--- src/sv/spq_pkg.sv ---
// ----------------------------------------------------------------------------
// spq_pkg
// Shared types and constants of the sorted priority queue: request and
// status codes, the command broadcast to the cell chain, default sizes.
// ----------------------------------------------------------------------------
package spq_pkg;

	localparam int SPQ_CAPACITY      = 16;
	localparam int SPQ_PAYLOAD_WIDTH = 32;
	localparam int KEY_W             = 16;
	localparam int STATUS_W          = 2;

	localparam logic REQ_INSERT = 1'b0;
	localparam logic REQ_REMOVE = 1'b1;

	typedef enum logic [STATUS_W-1:0] {
		ST_DONE  = 2'd0,
		ST_EMPTY = 2'd1,
		ST_FULL  = 2'd2
	} spq_status_t;

	typedef struct packed {
		logic ins;
		logic rem;
	} spq_cmd_t;

endpackage

--- src/sv/spq_cell.sv ---
// ----------------------------------------------------------------------------
// spq_cell
// One slot of the sorted chain. Holds one entry and on each command either
// keeps it, takes the new entry, takes the left neighbor's entry (insert
// shift) or takes the right neighbor's entry (remove shift).
// ----------------------------------------------------------------------------
module spq_cell #(
	parameter int PAYLOAD_WIDTH = spq_pkg::SPQ_PAYLOAD_WIDTH
) (
	input  logic                     clk,
	input  logic                     arst_n,
	input  spq_pkg::spq_cmd_t        cmd,
	input  logic [spq_pkg::KEY_W-1:0] new_key,
	input  logic [PAYLOAD_WIDTH-1:0] new_payload,
	input  logic                     left_valid,
	input  logic [spq_pkg::KEY_W-1:0] left_key,
	input  logic [PAYLOAD_WIDTH-1:0] left_payload,
	input  logic                     left_ahead,
	input  logic                     right_valid,
	input  logic [spq_pkg::KEY_W-1:0] right_key,
	input  logic [PAYLOAD_WIDTH-1:0] right_payload,
	output logic                     valid,
	output logic [spq_pkg::KEY_W-1:0] key,
	output logic [PAYLOAD_WIDTH-1:0] payload,
	output logic                     ahead
);
	import spq_pkg::*;

	logic                     valid_q;
	logic [KEY_W-1:0]         key_q;
	logic [PAYLOAD_WIDTH-1:0] payload_q;

	logic                     valid_d;
	logic [KEY_W-1:0]         key_d;
	logic [PAYLOAD_WIDTH-1:0] payload_d;

	// new entry goes ahead of this slot; equal keys keep arrival order
	assign ahead = !valid_q || (key_q < new_key);

	always_comb begin
		valid_d   = valid_q;
		key_d     = key_q;
		payload_d = payload_q;
		if (cmd.ins && ahead) begin
			if (left_ahead) begin
				valid_d   = left_valid;
				key_d     = left_key;
				payload_d = left_payload;
			end else begin
				valid_d   = 1'b1;
				key_d     = new_key;
				payload_d = new_payload;
			end
		end else if (cmd.rem) begin
			valid_d   = right_valid;
			key_d     = right_key;
			payload_d = right_payload;
		end
	end

	always_ff @(posedge clk or negedge arst_n) begin
		if (!arst_n) begin
			valid_q <= 1'b0;
		end else begin
			valid_q <= valid_d;
		end
	end

	always_ff @(posedge clk) begin
		key_q     <= key_d;
		payload_q <= payload_d;
	end

	assign valid   = valid_q;
	assign key     = key_q;
	assign payload = payload_q;

endmodule

--- src/sv/sorted_priority_queue.sv ---
// ----------------------------------------------------------------------------
// sorted_priority_queue
// Bounded max-first priority queue built as a sorted chain of cells.
// Latency: the result of a transaction is shown the cycle after acceptance.
// Throughput: one transaction per cycle while the result side takes results;
// every cell updates in parallel from its neighbors.
// Reset clears the cell valid bits, the entry count and the result valid flag.
// ----------------------------------------------------------------------------
module sorted_priority_queue #(
	parameter int CAPACITY      = spq_pkg::SPQ_CAPACITY,
	parameter int PAYLOAD_WIDTH = spq_pkg::SPQ_PAYLOAD_WIDTH,
	parameter int CNT_W         = $clog2(CAPACITY + 1)
) (
	input  logic                        clk,
	input  logic                        arst_n,
	input  logic                        req_valid,
	output logic                        req_stall,
	input  logic                        req_type,
	input  logic [spq_pkg::KEY_W-1:0]    key,
	input  logic [PAYLOAD_WIDTH-1:0]    payload,
	output logic                        rsp_valid,
	input  logic                        rsp_stall,
	output logic [spq_pkg::STATUS_W-1:0] status,
	output logic [spq_pkg::KEY_W-1:0]    out_key,
	output logic [PAYLOAD_WIDTH-1:0]    out_payload,
	output logic [CNT_W-1:0]            entry_count
);
	import spq_pkg::*;

	logic                     cell_valid   [CAPACITY];
	logic [KEY_W-1:0]         cell_key     [CAPACITY];
	logic [PAYLOAD_WIDTH-1:0] cell_payload [CAPACITY];
	logic                     cell_ahead   [CAPACITY];
	logic [CAPACITY-1:0]      valid_vec;

	spq_cmd_t       cmd;
	logic           accept;
	logic           full;
	logic           empty;
	logic [CNT_W-1:0] count_q;
	logic [CNT_W-1:0] count_d;

	logic             rsp_valid_q;
	spq_status_t      status_q;
	logic [KEY_W-1:0] out_key_q;
	logic [PAYLOAD_WIDTH-1:0] out_payload_q;
	logic [CNT_W-1:0] entry_count_q;

	assign req_stall = rsp_valid_q && rsp_stall;
	assign accept    = req_valid && !req_stall;
	assign full      = (count_q == CNT_W'(CAPACITY));
	assign empty     = (count_q == '0);

	assign cmd.ins = accept && (req_type == REQ_INSERT) && !full;
	assign cmd.rem = accept && (req_type == REQ_REMOVE) && !empty;

	genvar i;
	generate
		for (i = 0; i < CAPACITY; i++) begin : g_cell
			logic                     l_valid;
			logic [KEY_W-1:0]         l_key;
			logic [PAYLOAD_WIDTH-1:0] l_payload;
			logic                     l_ahead;
			logic                     r_valid;
			logic [KEY_W-1:0]         r_key;
			logic [PAYLOAD_WIDTH-1:0] r_payload;

			if (i == 0) begin : g_head
				assign l_valid   = 1'b0;
				assign l_key     = '0;
				assign l_payload = '0;
				assign l_ahead   = 1'b0;
			end else begin : g_mid_l
				assign l_valid   = cell_valid[i-1];
				assign l_key     = cell_key[i-1];
				assign l_payload = cell_payload[i-1];
				assign l_ahead   = cell_ahead[i-1];
			end

			if (i == CAPACITY - 1) begin : g_tail
				assign r_valid   = 1'b0;
				assign r_key     = '0;
				assign r_payload = '0;
			end else begin : g_mid_r
				assign r_valid   = cell_valid[i+1];
				assign r_key     = cell_key[i+1];
				assign r_payload = cell_payload[i+1];
			end

			spq_cell #(
				.PAYLOAD_WIDTH(PAYLOAD_WIDTH)
			) u_cell (
				.clk          (clk),
				.arst_n       (arst_n),
				.cmd          (cmd),
				.new_key      (key),
				.new_payload  (payload),
				.left_valid   (l_valid),
				.left_key     (l_key),
				.left_payload (l_payload),
				.left_ahead   (l_ahead),
				.right_valid  (r_valid),
				.right_key    (r_key),
				.right_payload(r_payload),
				.valid        (cell_valid[i]),
				.key          (cell_key[i]),
				.payload      (cell_payload[i]),
				.ahead        (cell_ahead[i])
			);

			assign valid_vec[i] = cell_valid[i];
		end
	endgenerate

	always_comb begin
		count_d = count_q;
		if (cmd.ins) begin
			count_d = count_q + CNT_W'(1);
		end else if (cmd.rem) begin
			count_d = count_q - CNT_W'(1);
		end
	end

	always_ff @(posedge clk or negedge arst_n) begin
		if (!arst_n) begin
			count_q     <= '0;
			rsp_valid_q <= 1'b0;
		end else begin
			count_q <= count_d;
			if (accept) begin
				rsp_valid_q <= 1'b1;
			end else if (!rsp_stall) begin
				rsp_valid_q <= 1'b0;
			end
		end
	end

	always_ff @(posedge clk) begin
		if (accept) begin
			entry_count_q <= count_d;
			if (req_type == REQ_INSERT) begin
				status_q      <= full ? ST_FULL : ST_DONE;
				out_key_q     <= '0;
				out_payload_q <= '0;
			end else if (empty) begin
				status_q      <= ST_EMPTY;
				out_key_q     <= '0;
				out_payload_q <= '0;
			end else begin
				status_q      <= ST_DONE;
				out_key_q     <= cell_key[0];
				out_payload_q <= cell_payload[0];
			end
		end
	end

	assign rsp_valid   = rsp_valid_q;
	assign status      = status_q;
	assign out_key     = out_key_q;
	assign out_payload = out_payload_q;
	assign entry_count = entry_count_q;

	a_count_matches_cells: assert property (@(posedge clk) disable iff (!arst_n)
		$countones(valid_vec) == int'(count_q))
		else $error("entry count differs from occupied cells");

	a_remove_empty: assert property (@(posedge clk) disable iff (!arst_n)
		(accept && (req_type == REQ_REMOVE) && empty)
		|=> (status == ST_EMPTY) && (entry_count == '0) && (out_key == '0))
		else $error("remove from empty queue not reported");

	a_insert_full: assert property (@(posedge clk) disable iff (!arst_n)
		(accept && (req_type == REQ_INSERT) && full)
		|=> (status == ST_FULL) && (entry_count == CNT_W'(CAPACITY)) && full)
		else $error("insert into full queue changed state");

	a_count_bound: assert property (@(posedge clk) disable iff (!arst_n)
		rsp_valid |-> (entry_count <= CNT_W'(CAPACITY)))
		else $error("entry count beyond capacity");

endmodule

--- config.mk ---
export PLATFORM = sky130hd
export DESIGN_NAME = sorted_priority_queue
export DESIGN_NICKNAME = d
export VERILOG_FILES = /design/src/sv/spq_pkg.sv /design/src/sv/spq_cell.sv /design/src/sv/sorted_priority_queue.sv
export SDC_FILE = /design/constraint.sdc
export NUM_CORES = 2
export LEC_CHECK = 0
export ABC_CLOCK_PERIOD_IN_PS = 12950
export BUFFER_PORTS_ARGS = -buffer_cell sky130_fd_sc_hd__buf_2
export CAP_MARGIN = 20
export CORE_MARGIN = 5
export CORE_UTILIZATION = 65
export CTS_CLUSTER_DIAMETER = 80
export DETAILED_ROUTE_END_ITERATION = 8
export PLACE_DENSITY_LB_ADDON = 0.2
export REMOVE_ABC_BUFFERS = 1
export SLEW_MARGIN = 5
export SYNTH_ARGS = -nofsm -noshare
export SYNTH_HDL_FRONTEND = slang
export SYNTH_SLANG_ARGS = --single-unit
--- constraint.sdc ---
create_clock -name clk -period 12.95 [get_ports clk]
set_input_delay 0.6475 -clock clk [delete_from_list [all_inputs] [get_ports clk]]
set_output_delay 0.6475 -clock clk [all_outputs]
set_load 0.02 [all_outputs]
==> metrics.csv <==
metric,value,unit
status,completed,
Startpoint Class,input port,
VDD IR max,0.0001146,V
ys async rst share,2.604,%
Worst-Skew Late Latency,0.65,ns
P per Cell Area,181.4,mW/mm^2
final worst slack,8.407,ns
final wirelength,126800,um
r2r setup slk,8.79,ns
final net count,4651,
"flops & latches, synth",845,
vias in the first global route,35085,
Post-Syn Area,0.04637,sq mm
final hold viol count,0,
worst path required time,13.29,ns
setup_tns,0,ns
crit share post-route,35.08,%
post_cts resized,0,
crit-path max FO,86,
die area,0.07678,sq mm
clock-pin slew on the worst setup and hold paths,0.06,ns
drt first pass iters,6,
CORE AREA,0.07112,sq mm
Post-CTS Setup Bufs,0,
RSZ-0062 raised after global routing,false,
Layout area overhead,8.872,%
chip height,277.1,um
initial DRC count,3531,
final core occ,70.99,%
PortBufs,109,
grt total ovfl,0,
CP Capture Type,flip-flop,
number of flops mapped to enable cells by yosys,823,
DRC Markers,0,
final setup skew,0.01678,ns
WL/cell,23.57,um
Setup-failing EPs final,0,
clock buffer depth,3,
Reg2Reg Capture Point,g_cell[12].u_cell.payload[26],
post-DP HPWL,81500,um
clk root buf,clkbuf_16,
start point of the critical path,key[6],
first-pass GRT wire length,196800,um
"Avg Cell Area, Syn",10.51,sq um
Placer Congestion,0.9197,
Fmax,0.2201,GHz
cts bufs inserted,90,
Tmin final,4.543,ns
number of max-cap violations,0,
worst slew pin tran,1.081,ns
starting density of the core,65.20,%
post-synthesis sequential area ratio,54.48,%
Pins Over Slew Limit,0,
area occupied by multi-input gates,0.01994,sq mm
Worst Reg-to-Reg Cells,8,
drt via density,6.530,
slew margin rel.,27.93,%
TritonCTS clock tree,done,
Hold Path Class,in -> async,
arrival time worst endpoint,4.89,ns
post-route ant nets,0,
register area,0.02526,sq mm
H-tree Lvls,3,
total I/O pin count,110,
FF-to-FF Start,g_cell[12].u_cell.key[15],
Yosys cell types,62,
Gate Count Post-Synth,4411,
CTS sink cnt,845,
gr usage total,31.86,%
Lkg Pwr,19.58,nW
via count,35120,
dpl ws,7.874,ns
initial antenna violation count,2,
crit path kind,in -> reg,
layout cells sized above 1,8.608,%
fillers,5196,
ys flop type,edfxtp_1,
"Hold-fix buffers, CTS",0,
chip width,277.1,um
largest net degree at the start of global routing,99,
hold slack final,0.05621,ns
yosys warns,0,
row cnt,98,
[critical path, cell delays in order]
cell and delay (ns):
buf_2 0.32, inv_1 0.44, ha_1 0.43, nand2_1 0.07
nor3_1 0.23, a21oi_1 0.18, o41ai_4 0.22, buf_4 0.84
or2_2 0.40, buf_4 0.71, o21ai_0 0.25
[how the worst max path moves through the flow]
| stage | end | slack, ns | cells past startpoint |
|---|---|---|---|
| after floorplan | g_cell[13].u_cell.key[0] | 1.97 | 8 |
| after CTS | g_cell[12].u_cell.payload[26] | 8.54 | 11 |
| after global placement | g_cell[12].u_cell.payload[0] | 8.06 | 11 |
| after global routing | g_cell[12].u_cell.payload[29] | 8.32 | 11 |
| final | g_cell[12].u_cell.payload[26] | 8.41 | 11 |
| after detailed placement | g_cell[12].u_cell.payload[26] | 7.87 | 11 |
[layer usage]
layer / global-route usage [%] / up-vias / wire (um) / share of wire (%)
met4: 12.08 / 2 / 4974 / 3.9
met5: 0 / - / 13 / 0.010
met1: 41.75 / 17133 / 49560 / 39
li1: - / 15978 / - / -
met2: 54.72 / 1659 / 62990 / 50
met3: 4.215 / 348 / 9218 / 7.3
[placed cells by master, fill, tap and decap left out, types with 6 or more instances in the layout]
| master | instances |
|---|---|
| nand2_2 | 10 |
| mux2_1 | 18 |
| clkbuf_16 | 91 |
| clkinv_1 | 18 |
| o21ai_1 | 17 |
| o21a_1 | 10 |
| nor2_4 | 6 |
| mux2_2 | 15 |
| clkbuf_1 | 20 |
| a21o_1 | 12 |
| nor4_1 | 8 |
| dfrtp_1 | 22 |
| a22oi_1 | 10 |
| o21ai_4 | 13 |
| o211ai_1 | 11 |
| nand4_1 | 23 |
| ha_1 | 242 |
| edfxtp_1 | 823 |
| nand2_1 | 846 |
| bufinv_16 | 6 |
| buf_4 | 72 |
| o21ai_0 | 347 |
| buf_2 | 109 |
| a31oi_1 | 245 |
| a21oi_1 | 294 |
| inv_1 | 31 |
| o2bb2ai_1 | 6 |
| nor3b_1 | 10 |
| nand2b_1 | 7 |
| nand3_1 | 15 |
| and2_1 | 51 |
| clkinv_2 | 15 |
| nor2_1 | 440 |
| mux2i_1 | 466 |
[area by class of cell]
class | count | area share (%)
diodes | 2 | 0.009913
clock buffers | 116 | 4.796
flip-flops and latches | 845 | 50.04
multi-input cells | 3205 | 39.50
inverters | 32 | 0.2379
clock inverters | 46 | 0.8575
repair buffers | 182 | 2.206
well taps | 950 | 2.354
[synthesized netlist by cell type, types with 12 or more instances]
cell      instances  area share, %
nand2_1         856            6.9
edfxtp_1        823             53
mux2i_1         466             10
nor2_1          445            3.6
o21ai_0         358            3.9
a21oi_1         294            3.2
a31oi_1         249            3.4
ha_1            242            6.5
clkbuf_1        215            1.7
buf_2            85           0.92
and2_1           52           0.70
inv_1            32           0.26
nand4_1          23           0.31
dfrtp_1          22            1.2
o21ai_1          19           0.21
mux2_1           18           0.44
buf_4            17           0.28
mux2_2           15           0.36
nand3_1          15           0.16
o21a_1           15           0.24
nand2b_1         13           0.18
a21o_1           12           0.19
[where the power goes]
| part | switching, mW | total, mW | internal [mW] |
|---|---|---|---|
| logic | 1.60 | 2.48 | 0.876 |
| registers | 0.370 | 4.12 | 3.75 |
| clock network | 1.11 | 2.55 | 1.44 |
[sequential cells by signal (all words and copies together), names as in the netlist]
register / flops
g_cell.u_cell.valid: 16
out_key: 16
entry_count: 5
out_payload: 32
status: 2
rsp_valid: 1
g_cell.u_cell.payload: 512
g_cell.u_cell.key: 256
count_q: 5
[metrics by stage]
stage	instance area [sq um]	power [mW]	instances
2_1_floorplan	44950	5.878	4082
3_3_place_gp	47600	6.504	5213
3_5_place_dp	47600	6.589	5213
4_1_cts	50450	9.134	5375
5_1_grt	50480	9.577	5377
6_report	50490	9.159	5378
[kinds of logic after synthesis]
| logic type | synth area share (%) |
|---|---|
| simple gates | 12.61 |
| compound gates | 12.14 |
| flops | 54.48 |
| mux | 10.86 |
| buf+inv | 3.321 |
| fa+ha+maj | 6.530 |
| xor+xnor | 0.05667 |
Note: power is estimated with default switching activity, not from simulation.
